<file path="config.mk">
export PLATFORM = sky130hd
export DESIGN_NAME = file_access_stride_predictor_top
export DESIGN_NICKNAME = d
export VERILOG_FILES = /design/src/sv/fasp_pkg.sv /design/src/sv/file_access_stride_predictor_top.sv /design/src/sv/fasp_bitmap.sv
export SDC_FILE = /design/constraint.sdc
export NUM_CORES = 2
export LEC_CHECK = 0
export BUFFER_PORTS_ARGS = -buffer_cell sky130_fd_sc_hd__buf_2
export CAP_MARGIN = 15
export CORE_ASPECT_RATIO = 1.2
export CORE_MARGIN = 2
export CORE_UTILIZATION = 48
export CTS_BUF_LIST = sky130_fd_sc_hd__clkbuf_8 sky130_fd_sc_hd__clkbuf_16
export DETAILED_ROUTE_END_ITERATION = 16
export GPL_TIMING_DRIVEN = 0
export SYNTH_ARGS = -nofsm -noshare
export SYNTH_HDL_FRONTEND = slang
export SYNTH_SLANG_ARGS = --single-unit
</file>
<file path="constraint.sdc">
create_clock -name clk -period 7.15 [get_ports clk]
set_clock_uncertainty 0.15 [all_clocks]
set_input_delay 0.3575 -clock clk [delete_from_list [all_inputs] [get_ports clk]]
set_output_delay 0.3575 -clock clk [all_outputs]
set_load 0.05 [all_outputs]
</file>
<file path="src/sv/fasp_pkg.sv">
// Shared constants and types for the file access stride predictor.
package fasp_pkg;

	// default parameter values
	localparam int BITMAP_PORTIONS_DEF    = 4096;
	localparam int MAX_LOOKBACK_DEF       = 8;
	localparam int PAGE_BYTES_LOG2_DEF    = 12;
	localparam int PORTION_PAGES_LOG2_DEF = 4;

	// payload widths
	localparam int OFF_W    = 40;
	localparam int LEN_W    = 32;
	localparam int SCORE_W  = 6;
	localparam int SPAGES_W = 7;
	localparam int STAT_W   = 2;

	// bitmap row geometry
	localparam int WORD_W    = 32;
	localparam int WORD_LOG2 = 5;

	// configuration port
	localparam int CFG_IDX_W  = 3;
	localparam int CFG_DATA_W = 13;
	localparam int PCNT_W     = 13;
	localparam int DEPTH_W    = 4;
	localparam int SMIN_W     = 5;
	localparam int SMAX_W     = 5;
	localparam int SSTART_W   = 6;

	localparam logic [CFG_IDX_W-1:0] REG_PORTION_COUNT  = 3'd0;
	localparam logic [CFG_IDX_W-1:0] REG_LOOKBACK_DEPTH = 3'd1;
	localparam logic [CFG_IDX_W-1:0] REG_SCORE_MIN      = 3'd2;
	localparam logic [CFG_IDX_W-1:0] REG_SCORE_MAX      = 3'd3;
	localparam logic [CFG_IDX_W-1:0] REG_SCORE_START    = 3'd4;

	localparam logic [PCNT_W-1:0]   PCNT_RST   = 13'd4096;
	localparam logic [DEPTH_W-1:0]  DEPTH_RST  = 4'd8;
	localparam logic [SMIN_W-1:0]   SMIN_RST   = 5'b11100;
	localparam logic [SMAX_W-1:0]   SMAX_RST   = 5'd4;
	localparam logic [SSTART_W-1:0] SSTART_RST = 6'd0;

	// result status codes
	localparam logic [STAT_W-1:0] STAT_ADJ   = 2'd0;
	localparam logic [STAT_W-1:0] STAT_NOADJ = 2'd1;
	localparam logic [STAT_W-1:0] STAT_START = 2'd2;
	localparam logic [STAT_W-1:0] STAT_OOR   = 2'd3;

	// bitmap access strobes
	typedef struct packed {
		logic rd_en;
		logic wr_en;
	} bm_ctl_t;

endpackage

</file>
<file path="src/sv/file_access_stride_predictor_top.sv">
// Top level of the file access stride predictor.
// Usage:
//   Input channel (in_valid / in_stall): one read request per item, byte_offset and
//   byte_length. in_stall is high while an item is being worked on, during the
//   clearing pass after reset, and while a finished result waits for the output
//   register to free up.
//   Output channel (out_valid / out_stall): one result per item (score,
//   stride_pages, strided_length, status) held in an output register; a stalled
//   result holds still, and the next item can be accepted while it waits.
//   Config channel (cfg_valid / cfg_ready): register index and data, always ready;
//   write only while idle. Writing score_start also reloads the score.
// Sequencing:
//   A sequencer steps one shared add/subtract unit and the single-port bitmap.
//   After accept: range check, end of marked run, read + write of each row of 32
//   portions in the run, lookback probes (address + bit test each, up to
//   min(lookback_depth, MAX_LOOKBACK), one more step if none hits), score update and
//   result load. Out of range and start skip to the load; next item the cycle after.
// Reset:
//   Asynchronous, active low. Registers load their reset values, then the bitmap
//   is cleared one row a cycle, all BITMAP_PORTIONS/32 rows (rounded up to a power
//   of two, 128 at the default size); no item is accepted during the clear.
module file_access_stride_predictor_top #(
	parameter int BITMAP_PORTIONS    = fasp_pkg::BITMAP_PORTIONS_DEF,
	parameter int MAX_LOOKBACK       = fasp_pkg::MAX_LOOKBACK_DEF,
	parameter int PAGE_BYTES_LOG2    = fasp_pkg::PAGE_BYTES_LOG2_DEF,
	parameter int PORTION_PAGES_LOG2 = fasp_pkg::PORTION_PAGES_LOG2_DEF
) (
	input  logic                              clk,
	input  logic                              arst_n,
	// request channel
	input  logic                              in_valid,
	output logic                              in_stall,
	input  logic [fasp_pkg::OFF_W-1:0]        byte_offset,
	input  logic [fasp_pkg::LEN_W-1:0]        byte_length,
	// result channel
	output logic                              out_valid,
	input  logic                              out_stall,
	output logic signed [fasp_pkg::SCORE_W-1:0] score,
	output logic [fasp_pkg::SPAGES_W-1:0]     stride_pages,
	output logic [fasp_pkg::LEN_W-1:0]        strided_length,
	output logic [fasp_pkg::STAT_W-1:0]       status,
	// configuration channel
	input  logic                              cfg_valid,
	output logic                              cfg_ready,
	input  logic [fasp_pkg::CFG_IDX_W-1:0]    cfg_index,
	input  logic [fasp_pkg::CFG_DATA_W-1:0]   cfg_data
);
	import fasp_pkg::*;

	localparam int SHIFT = PAGE_BYTES_LOG2 + PORTION_PAGES_LOG2;
	localparam int PW    = OFF_W - SHIFT;                 // first portion, raw
	localparam int NW    = LEN_W - SHIFT;                 // portion count
	localparam int PAW   = $clog2(BITMAP_PORTIONS);        // in-bitmap portion index
	localparam int RAW   = PAW - WORD_LOG2;                // bitmap row index
	localparam int LWB   = $clog2(BITMAP_PORTIONS + 1);
	localparam int LW    = (LWB > PCNT_W) ? LWB : PCNT_W;  // limit width
	localparam int AW    = (PW > LW) ? PW : LW;            // shared unit width
	localparam int KWB   = $clog2(MAX_LOOKBACK + 2);
	localparam int CW    = ((KWB > DEPTH_W) ? KWB : DEPTH_W) + 1;
	localparam int SWB   = $clog2(MAX_LOOKBACK);
	localparam int SW    = (SWB > 0) ? SWB : 1;

	// sequencer states
	localparam logic [3:0] S_IDLE = 4'd0;
	localparam logic [3:0] S_RNG  = 4'd1;  // range check
	localparam logic [3:0] S_LAST = 4'd2;  // end of marked run
	localparam logic [3:0] S_MRD  = 4'd3;  // mark: read row
	localparam logic [3:0] S_MWR  = 4'd4;  // mark: write row
	localparam logic [3:0] S_LREQ = 4'd5;  // lookback: probe address
	localparam logic [3:0] S_LCHK = 4'd6;  // lookback: test bit
	localparam logic [3:0] S_UPD  = 4'd7;  // score update
	localparam logic [3:0] S_DONE = 4'd8;  // hand result to output register

	logic [3:0]            state_q;

	// config registers
	logic [PCNT_W-1:0]     portion_count_q;
	logic [DEPTH_W-1:0]    lookback_depth_q;
	logic [SMIN_W-1:0]     score_min_q;
	logic [SMAX_W-1:0]     score_max_q;

	// predictor state
	logic signed [SCORE_W-1:0] seq_score_q;
	logic [SW-1:0]         stride_q;
	logic [LEN_W-1:0]      strided_len_q;

	// per-item working registers
	logic [PW-1:0]         p_raw_q;
	logic [NW-1:0]         n_q;
	logic [LEN_W-1:0]      len_q;
	logic [PAW-1:0]        p_q;
	logic [PAW-1:0]        last_q;
	logic [RAW-1:0]        row_q;
	logic [CW-1:0]         k_q;
	logic [WORD_LOG2-1:0]  bitpos_q;
	logic [STAT_W-1:0]     stat_q;

	// output register
	logic                  out_valid_q;
	logic signed [SCORE_W-1:0] score_q;
	logic [SPAGES_W-1:0]   spages_q;
	logic [LEN_W-1:0]      slen_q;
	logic [STAT_W-1:0]     status_q;

	// shared add/subtract unit
	logic [AW-1:0]         alu_a;
	logic [AW-1:0]         alu_b;
	logic                  alu_sub;
	logic [AW:0]           alu_res;
	logic                  alu_ge;

	logic [LW-1:0]         limit;
	logic [LW-1:0]         lim_m1;
	logic [CW-1:0]         depth;
	logic [CW-1:0]         depth_ext;
	logic [CW-1:0]         max_lb;
	logic                  in_acc;
	logic                  out_free;
	logic                  run_end;

	// bitmap port
	bm_ctl_t               bm_ctl;
	logic [RAW-1:0]        bm_addr;
	logic [WORD_W-1:0]     bm_wdata;
	logic [WORD_W-1:0]     bm_rdata;
	logic                  bm_busy;
	logic [WORD_LOG2-1:0]  mask_lo;
	logic [WORD_LOG2-1:0]  mask_hi;
	logic [WORD_W-1:0]     mask;

	// score saturation
	logic signed [SCORE_W:0] sc_inc;
	logic signed [SCORE_W:0] sc_dec;
	logic signed [SCORE_W:0] sc_max;
	logic signed [SCORE_W:0] sc_min;
	logic signed [SCORE_W:0] sc_next;

	logic [SW+PORTION_PAGES_LOG2+SPAGES_W-1:0] spages_wide;

	fasp_bitmap #(
		.ROW_AW (RAW)
	) u_bitmap (
		.clk    (clk),
		.arst_n (arst_n),
		.ctl    (bm_ctl),
		.addr   (bm_addr),
		.wdata  (bm_wdata),
		.rdata  (bm_rdata),
		.busy   (bm_busy)
	);

	// effective limit and depth
	always_comb begin
		limit     = (LW'(portion_count_q) < LW'(BITMAP_PORTIONS)) ?
			LW'(portion_count_q) : LW'(BITMAP_PORTIONS);
		lim_m1    = limit - 1'b1;
		depth_ext = CW'(lookback_depth_q);
		max_lb    = CW'(MAX_LOOKBACK);
		depth     = (depth_ext > max_lb) ? max_lb : depth_ext;
	end

	// operand select for the shared unit
	always_comb begin
		alu_a   = '0;
		alu_b   = '0;
		alu_sub = 1'b0;
		unique case (state_q)
			S_RNG: begin
				alu_a   = AW'(p_raw_q);
				alu_b   = AW'(limit);
				alu_sub = 1'b1;
			end
			S_LAST: begin
				alu_a = AW'(p_q);
				alu_b = AW'(n_q);
			end
			S_LREQ: begin
				alu_a   = AW'(p_q);
				alu_b   = AW'(k_q);
				alu_sub = 1'b1;
			end
			default: begin
			end
		endcase
		alu_res = {1'b0, alu_a} + {1'b0, (alu_sub ? ~alu_b : alu_b)} + (AW + 1)'(alu_sub);
		alu_ge  = alu_res[AW];  // carry out: a >= b on subtract
	end

	// row mask for the marked run
	always_comb begin
		mask_lo = (row_q == p_q[PAW-1:WORD_LOG2]) ? p_q[WORD_LOG2-1:0] : '0;
		mask_hi = (row_q == last_q[PAW-1:WORD_LOG2]) ? last_q[WORD_LOG2-1:0] : '1;
		mask    = ({WORD_W{1'b1}} << mask_lo) & ({WORD_W{1'b1}} >> (~mask_hi));
		run_end = (row_q == last_q[PAW-1:WORD_LOG2]);
	end

	// bitmap port drive
	always_comb begin
		bm_ctl.rd_en = (state_q == S_MRD) ||
			((state_q == S_LREQ) && (k_q <= depth) && alu_ge);
		bm_ctl.wr_en = (state_q == S_MWR);
		bm_addr      = (state_q == S_LREQ) ? alu_res[PAW-1:WORD_LOG2] : row_q;
		bm_wdata     = bm_rdata | mask;
	end

	// saturating score step; limits are applied as written, even if inverted
	always_comb begin
		sc_inc  = {seq_score_q[SCORE_W-1], seq_score_q} + 1'sb1;
		sc_dec  = {seq_score_q[SCORE_W-1], seq_score_q} - 1'sb1;
		sc_max  = $signed({2'b00, score_max_q});
		sc_min  = $signed({{2{score_min_q[SMIN_W-1]}}, score_min_q});
		sc_next = {seq_score_q[SCORE_W-1], seq_score_q};
		if (stat_q == STAT_ADJ) begin
			sc_next = (sc_inc < sc_max) ? sc_inc : sc_max;
		end else if (stat_q == STAT_NOADJ) begin
			sc_next = (sc_dec > sc_min) ? sc_dec : sc_min;
		end
	end

	assign spages_wide = (SW + PORTION_PAGES_LOG2 + SPAGES_W)'(stride_q) << PORTION_PAGES_LOG2;

	assign out_free = !out_valid_q || !out_stall;
	assign in_acc   = in_valid && !in_stall;

	always_ff @(posedge clk or negedge arst_n) begin
		if (!arst_n) begin
			state_q          <= S_IDLE;
			portion_count_q  <= PCNT_RST;
			lookback_depth_q <= DEPTH_RST;
			score_min_q      <= SMIN_RST;
			score_max_q      <= SMAX_RST;
			seq_score_q      <= $signed(SSTART_RST);
			stride_q         <= '0;
			strided_len_q    <= '0;
			out_valid_q      <= 1'b0;
			p_raw_q          <= '0;
			n_q              <= '0;
			len_q            <= '0;
			p_q              <= '0;
			last_q           <= '0;
			row_q            <= '0;
			k_q              <= '0;
			bitpos_q         <= '0;
			stat_q           <= STAT_OOR;
			score_q          <= '0;
			spages_q         <= '0;
			slen_q           <= '0;
			status_q         <= STAT_OOR;
		end else begin
			// the done step reloads the output register itself
			if (out_valid_q && !out_stall && (state_q != S_DONE)) begin
				out_valid_q <= 1'b0;
			end

			unique case (state_q)
				S_IDLE: begin
					if (in_acc) begin
						p_raw_q <= byte_offset[OFF_W-1:SHIFT];
						n_q     <= byte_length[LEN_W-1:SHIFT];
						len_q   <= byte_length;
						state_q <= S_RNG;
					end
				end
				S_RNG: begin
					if (alu_ge) begin
						stat_q  <= STAT_OOR;
						state_q <= S_DONE;
					end else begin
						p_q     <= p_raw_q[PAW-1:0];
						state_q <= S_LAST;
					end
				end
				S_LAST: begin
					// clamp the run at the last valid portion
					if (alu_res > (AW + 1)'(lim_m1)) begin
						last_q <= lim_m1[PAW-1:0];
					end else begin
						last_q <= alu_res[PAW-1:0];
					end
					row_q   <= p_q[PAW-1:WORD_LOG2];
					state_q <= S_MRD;
				end
				S_MRD: begin
					state_q <= S_MWR;
				end
				S_MWR: begin
					if (run_end) begin
						k_q     <= CW'(1);
						state_q <= S_LREQ;
					end else begin
						row_q   <= row_q + 1'b1;
						state_q <= S_MRD;
					end
				end
				S_LREQ: begin
					if (k_q > depth) begin
						stat_q  <= STAT_NOADJ;
						state_q <= S_UPD;
					end else if (!alu_ge) begin
						// lookback ran below portion zero
						stat_q  <= STAT_START;
						state_q <= S_DONE;
					end else begin
						bitpos_q <= alu_res[WORD_LOG2-1:0];
						state_q  <= S_LCHK;
					end
				end
				S_LCHK: begin
					if (bm_rdata[bitpos_q]) begin
						stride_q <= SW'(k_q - 1'b1);
						if (k_q != CW'(1)) begin
							strided_len_q <= len_q;
						end
						stat_q  <= STAT_ADJ;
						state_q <= S_UPD;
					end else begin
						k_q     <= k_q + 1'b1;
						state_q <= S_LREQ;
					end
				end
				S_UPD: begin
					seq_score_q <= sc_next[SCORE_W-1:0];
					state_q     <= S_DONE;
				end
				S_DONE: begin
					if (out_free) begin
						out_valid_q <= 1'b1;
						score_q     <= seq_score_q;
						spages_q    <= spages_wide[SPAGES_W-1:0];
						slen_q      <= strided_len_q;
						status_q    <= stat_q;
						state_q     <= S_IDLE;
					end
				end
				default: begin
					state_q <= S_IDLE;
				end
			endcase

			// the user must send config writes only while idle; the block itself does not enforce it
			if (cfg_valid && cfg_ready) begin
				unique case (cfg_index)
					REG_PORTION_COUNT:  portion_count_q  <= cfg_data[PCNT_W-1:0];
					REG_LOOKBACK_DEPTH: lookback_depth_q <= cfg_data[DEPTH_W-1:0];
					REG_SCORE_MIN:      score_min_q      <= cfg_data[SMIN_W-1:0];
					REG_SCORE_MAX:      score_max_q      <= cfg_data[SMAX_W-1:0];
					REG_SCORE_START: begin
						seq_score_q <= $signed(cfg_data[SSTART_W-1:0]);
					end
					default: begin
					end
				endcase
			end
		end
	end

	assign in_stall       = (state_q != S_IDLE) || bm_busy;
	assign cfg_ready      = 1'b1;
	assign out_valid      = out_valid_q;
	assign score          = score_q;
	assign stride_pages   = spages_q;
	assign strided_length = slen_q;
	assign status         = status_q;

endmodule

</file>
<file path="src/sv/fasp_bitmap.sv">
// Visited-portion bitmap: one-port row memory with a clearing pass after reset.
module fasp_bitmap #(
	parameter int ROW_AW = 7
) (
	input  logic                          clk,
	input  logic                          arst_n,
	input  fasp_pkg::bm_ctl_t             ctl,
	input  logic [ROW_AW-1:0]             addr,
	input  logic [fasp_pkg::WORD_W-1:0]   wdata,
	output logic [fasp_pkg::WORD_W-1:0]   rdata,
	output logic                          busy
);
	import fasp_pkg::*;

	localparam int ROWS = 1 << ROW_AW;

	logic [WORD_W-1:0] mem [ROWS];
	logic [ROW_AW-1:0] clr_row_q;
	logic              busy_q;
	logic              wr_en;
	logic [ROW_AW-1:0] wr_addr;
	logic [WORD_W-1:0] wr_data;

	// clearing pass owns the write port until every row is zero
	always_ff @(posedge clk or negedge arst_n) begin
		if (!arst_n) begin
			clr_row_q <= '0;
			busy_q    <= 1'b1;
		end else if (busy_q) begin
			clr_row_q <= clr_row_q + 1'b1;
			if (clr_row_q == {ROW_AW{1'b1}}) begin
				busy_q <= 1'b0;
			end
		end
	end

	always_comb begin
		wr_en   = busy_q | ctl.wr_en;
		wr_addr = busy_q ? clr_row_q : addr;
		wr_data = busy_q ? '0 : wdata;
	end

	always_ff @(posedge clk) begin
		if (wr_en) begin
			mem[wr_addr] <= wr_data;
		end
	end

	always_ff @(posedge clk) begin
		if (ctl.rd_en) begin
			rdata <= mem[addr];
		end
	end

	assign busy = busy_q;

endmodule

</file>
==> results.cfg <==
[status]
outcome = finished, violations left
violations = setup timing

[power]
p_sw_frac = 0.3961
power.ir.vdd_worst_uv = 374.5
power_per_unit_of_standard_cell_area_nw_per_um2 = 412.8
combPwrFrac = 0.391
sequentialPowerShare = 0.347
switching_power_mw = 33.44
total_leakage_power_nw = 60.63
power_mw = 84.41
internal-power_mw = 50.97
power.share.clock = 0.263

[place]
placed_area_um2 = 185600
place.detailed.hpwl_um = 400000
dp.cells = 15271
port_buffers = 121
place_congestion = 0.9751

[synth]
synth_flop_cell = edfxtp_1
yosys_warnings = 0
synth_largest_type_area_fraction = 0.7224
syn-mean-instance-area_um2 = 16.96
post_synth_main_area_contributors = edfxtp_1 (72%), mux4_2 (5.6%), mux2i_1 (3.8%)
synth_edf_count = 4128
post_synth_instance_area_um2 = 171600
netlist_instances = 10119
async_reset_ff_frac = 0.05125
synth.yosys.seq_area_share = 0.7550
number_of_synthesized_register_bits = 4351
netlist-cell-type-count = 87
yosys.area.top_type = edfxtp_1

[worst_setup_path]
critPathMaxStageDelay_ns = 0.80
path_cells = buf_2, and4bb_4, clkbuf_4, buf_6, a22o_1, o21ai_0, o21ai_0, ha_1, a21o_1, o41ai_4, mux2i_1, nor2_4, buf_12, buf_6, buf_6, clkbuf_4, buf_4, clkbuf_4, mux2i_1, o22ai_1, a2111oi_1, a31oi_1, o211a_1
critPathLaunchType = register
timing.critical_path.max_delay_family = compound AO/OA/AOI/OAI gates
cp_slowest_cell = a2111oi_1
critical_path_peak_fanout = 10
path_buf_inv = 9
critical_path_required_ns = 7.70
endpoint_arrival_time_on_the_critical_path_ns = 7.98
nature_of_the_critical_path_endpoint = register
timing.setup.critical_path_class = register to register

[timing]
hold_violations = 0
tns_ns = -5.666
slew_hr = 0.1935
slew_violations = 0
fin_crit_sh = 1.040
final.min_clock_period_ns = 7.435
rsz0062_at_grt = true
setup_ws_ns = -0.2846
finalSetupViolCount = 102
worstMarginPinSlew_ns = 1.210
fin_hold_ws_ns = 0.06155
max_clock_freq_ghz = 0.1345

[cells_and_area]
fin_nets = 11472
commonest_non_fill_non_tap_cells_in_the_layout = edfxtp_1 (4128), nand2_1 (1343), mux2i_1 (659)
stdcell_count = 16427
fin_area_um2 = 204500
area_delta_synth_final_pct = 19.16
layout-drive-gt1-share = 0.2194
mostFrequentLayoutCell = edfxtp_1

[route]
viasPerCell = 6.228
ant_nets = 0
first_pass_iters = 6
via_count = 102303
wl_per_cell_um = 34.39
post-route-drc-count = 0
route.final.wire_length_um = 564900
drt_iter0_drc = 13900

[grt]
grt_util_all_layers = 0.3078
grt_antenna_before_repair = 47
largest_net_degree_at_the_start_of_global_routing = 108
grt_pass1_wl_um = 775000
grt_pass1_vias = 100397
global_route_total_overflow = 0

[die]
floorplan.core_area_um2 = 355800
floorplan.die.width_um = 549.8
pin_count = 143
die-height_um = 659.0
floorplan.initialDensity = 0.4822
fp.dieArea_um2 = 362300
number_of_core_rows = 240

[clock_tree]
tritoncts_buffers = 422
cts_tree = done
cts.sink_count = 4351
cts_htree_levels = 5
clockBufferDepth = 4
clk_latency_ns = 1.01
cts_root_buf = clkbuf_16
clkTransAtPathRegs_ns = 0.06

[job]
number_of_maximum_capacitance_violations = 0

[worst_hold_path]
worst_hold_path_type = input pin to register
[per-stage QoR]
stage                       util  setup slack [ns]
final                     0.5746           -0.2846
after detailed placement  0.5216            -3.399
after global routing      0.5745           -0.1514
after floorplan                -            0.6685
after global placement    0.5006            -6.294
after CTS                 0.5729           -0.1822
[cell families after synthesis]
| family | Yosys count | synth area share |
|---|---|---|
| and+or+nand+nor | 2472 | 0.06374 |
| muxes | 1256 | 0.1057 |
| xor gates and xnor gates | 52 | 0.002742 |
| DFF | 4351 | 0.7550 |
| other | 2 | 0.00004376 |
| AOI/OAI and AO/OA | 1269 | 0.05058 |
| adders and majority gates | 60 | 0.004419 |
| buffers and inverters | 657 | 0.01782 |
[synth_stat cells (all sizes together), types with 8 or more instances]
| library cell | number |
|---|---|
| a2111oi | 8 |
| a211oi | 46 |
| a21o | 26 |
| a21oi | 318 |
| a221oi | 27 |
| a22o | 147 |
| a22oi | 34 |
| a31oi | 171 |
| a32oi | 77 |
| and2 | 21 |
| and3 | 33 |
| buf | 227 |
| clkbuf | 380 |
| dfrtp | 212 |
| dfstp | 11 |
| edfxtp | 4128 |
| ha | 59 |
| inv | 50 |
| mux2 | 169 |
| mux2i | 659 |
| mux4 | 428 |
| nand2 | 1355 |
| nand2b | 12 |
| nand3 | 457 |
| nand4 | 32 |
| nor2 | 310 |
| nor2b | 13 |
| nor3 | 19 |
| nor4 | 125 |
| nor4b | 12 |
| o211a | 9 |
| o211ai | 19 |
| o21a | 14 |
| o21ai | 87 |
| o221ai | 77 |
| o22ai | 155 |
| or3 | 12 |
| or4 | 27 |
| or4b | 22 |
| xnor2 | 27 |
| xor2 | 25 |
[sequential cells by signal, indices dropped and copies added (netlist names), 12 cells and up]
| name | count |
|---|---|
| strided_len_q | 32 |
| p_q | 12 |
| n_q | 16 |
| portion_count_q | 13 |
| p_raw_q | 24 |
| u_bitmap.rdata | 32 |
| strided_length | 32 |
| len_q | 16 |
| last_q | 12 |
| u_bitmap.mem | 4096 |
[power groups by stage]
stage | clock network (mW) | registers [mW] | logic, mW
6_report | 22.2 | 29.3 | 33.0
5_1_grt | 23.3 | 29.3 | 33.7
4_1_cts | 22.4 | 29.2 | 32.0
3_5_place_dp | 0 | 29.8 | 30.8
3_3_place_gp | 0 | 30.0 | 29.4
2_1_floorplan | 0 | 30.0 | 15.7
[area by class of cell]
cell class,instances,area [um2]
flip-flops and latches,4351,129600
well taps,4719,5904
plain buffers,597,3252
clock inverters,341,2848
multi-input cells,5114,41790
inverters,50,191.4
diodes,34,85.08
repair buffers,783,10010
clock buffers,438,10850
fillers,26769,151400
[final timing paths]
kind                                 start            endpoint  slack (ns)  depth (start not counted)
max                             state_q[2]  u_bitmap.rdata[28]       -0.28                         23
min                        byte_offset[24]          p_raw_q[8]        0.06                          3
max reg2reg                     state_q[2]  u_bitmap.rdata[28]       -0.28                         23
min reg2reg                       score[0]            score[0]        0.34                          2
max in group asynchronous           arst_n              n_q[8]        4.75                          5
min in group asynchronous           arst_n      seq_score_q[4]        0.49                          3
[metal layers]
layer / vias up / GRT usage / wire [um]
met5: - / 0 / 34
met4: 4 / 0.1939 / 42170
met3: 1324 / 0.06128 / 51600
met2: 5737 / 0.4976 / 269500
met1: 52806 / 0.3812 / 201600
li1: 42432 / - / -
[worst register-to-register path: cells and delay by family, from the launching register on]
kind            cells  cell delay, ns
compound gates      9            2.80
fa+ha+maj           1            0.38
buf+inv             9            2.66
flops               1            0.36
mux                 2            0.44
simple gates        2            0.39
[repair_timing]
action / 4_1_cts / 5_1_grt
pin swaps: 108 / 19
cloned: 0 / 0
endpoints found under the setup margin: 4141 / 3400
gates resized for setup: 378 / 99
buffers inserted: 161 / 33
hold buffers: 158 / 0
hold endpoints to repair: 314 / 0
Note: power is estimated with default switching activity, not from simulation.
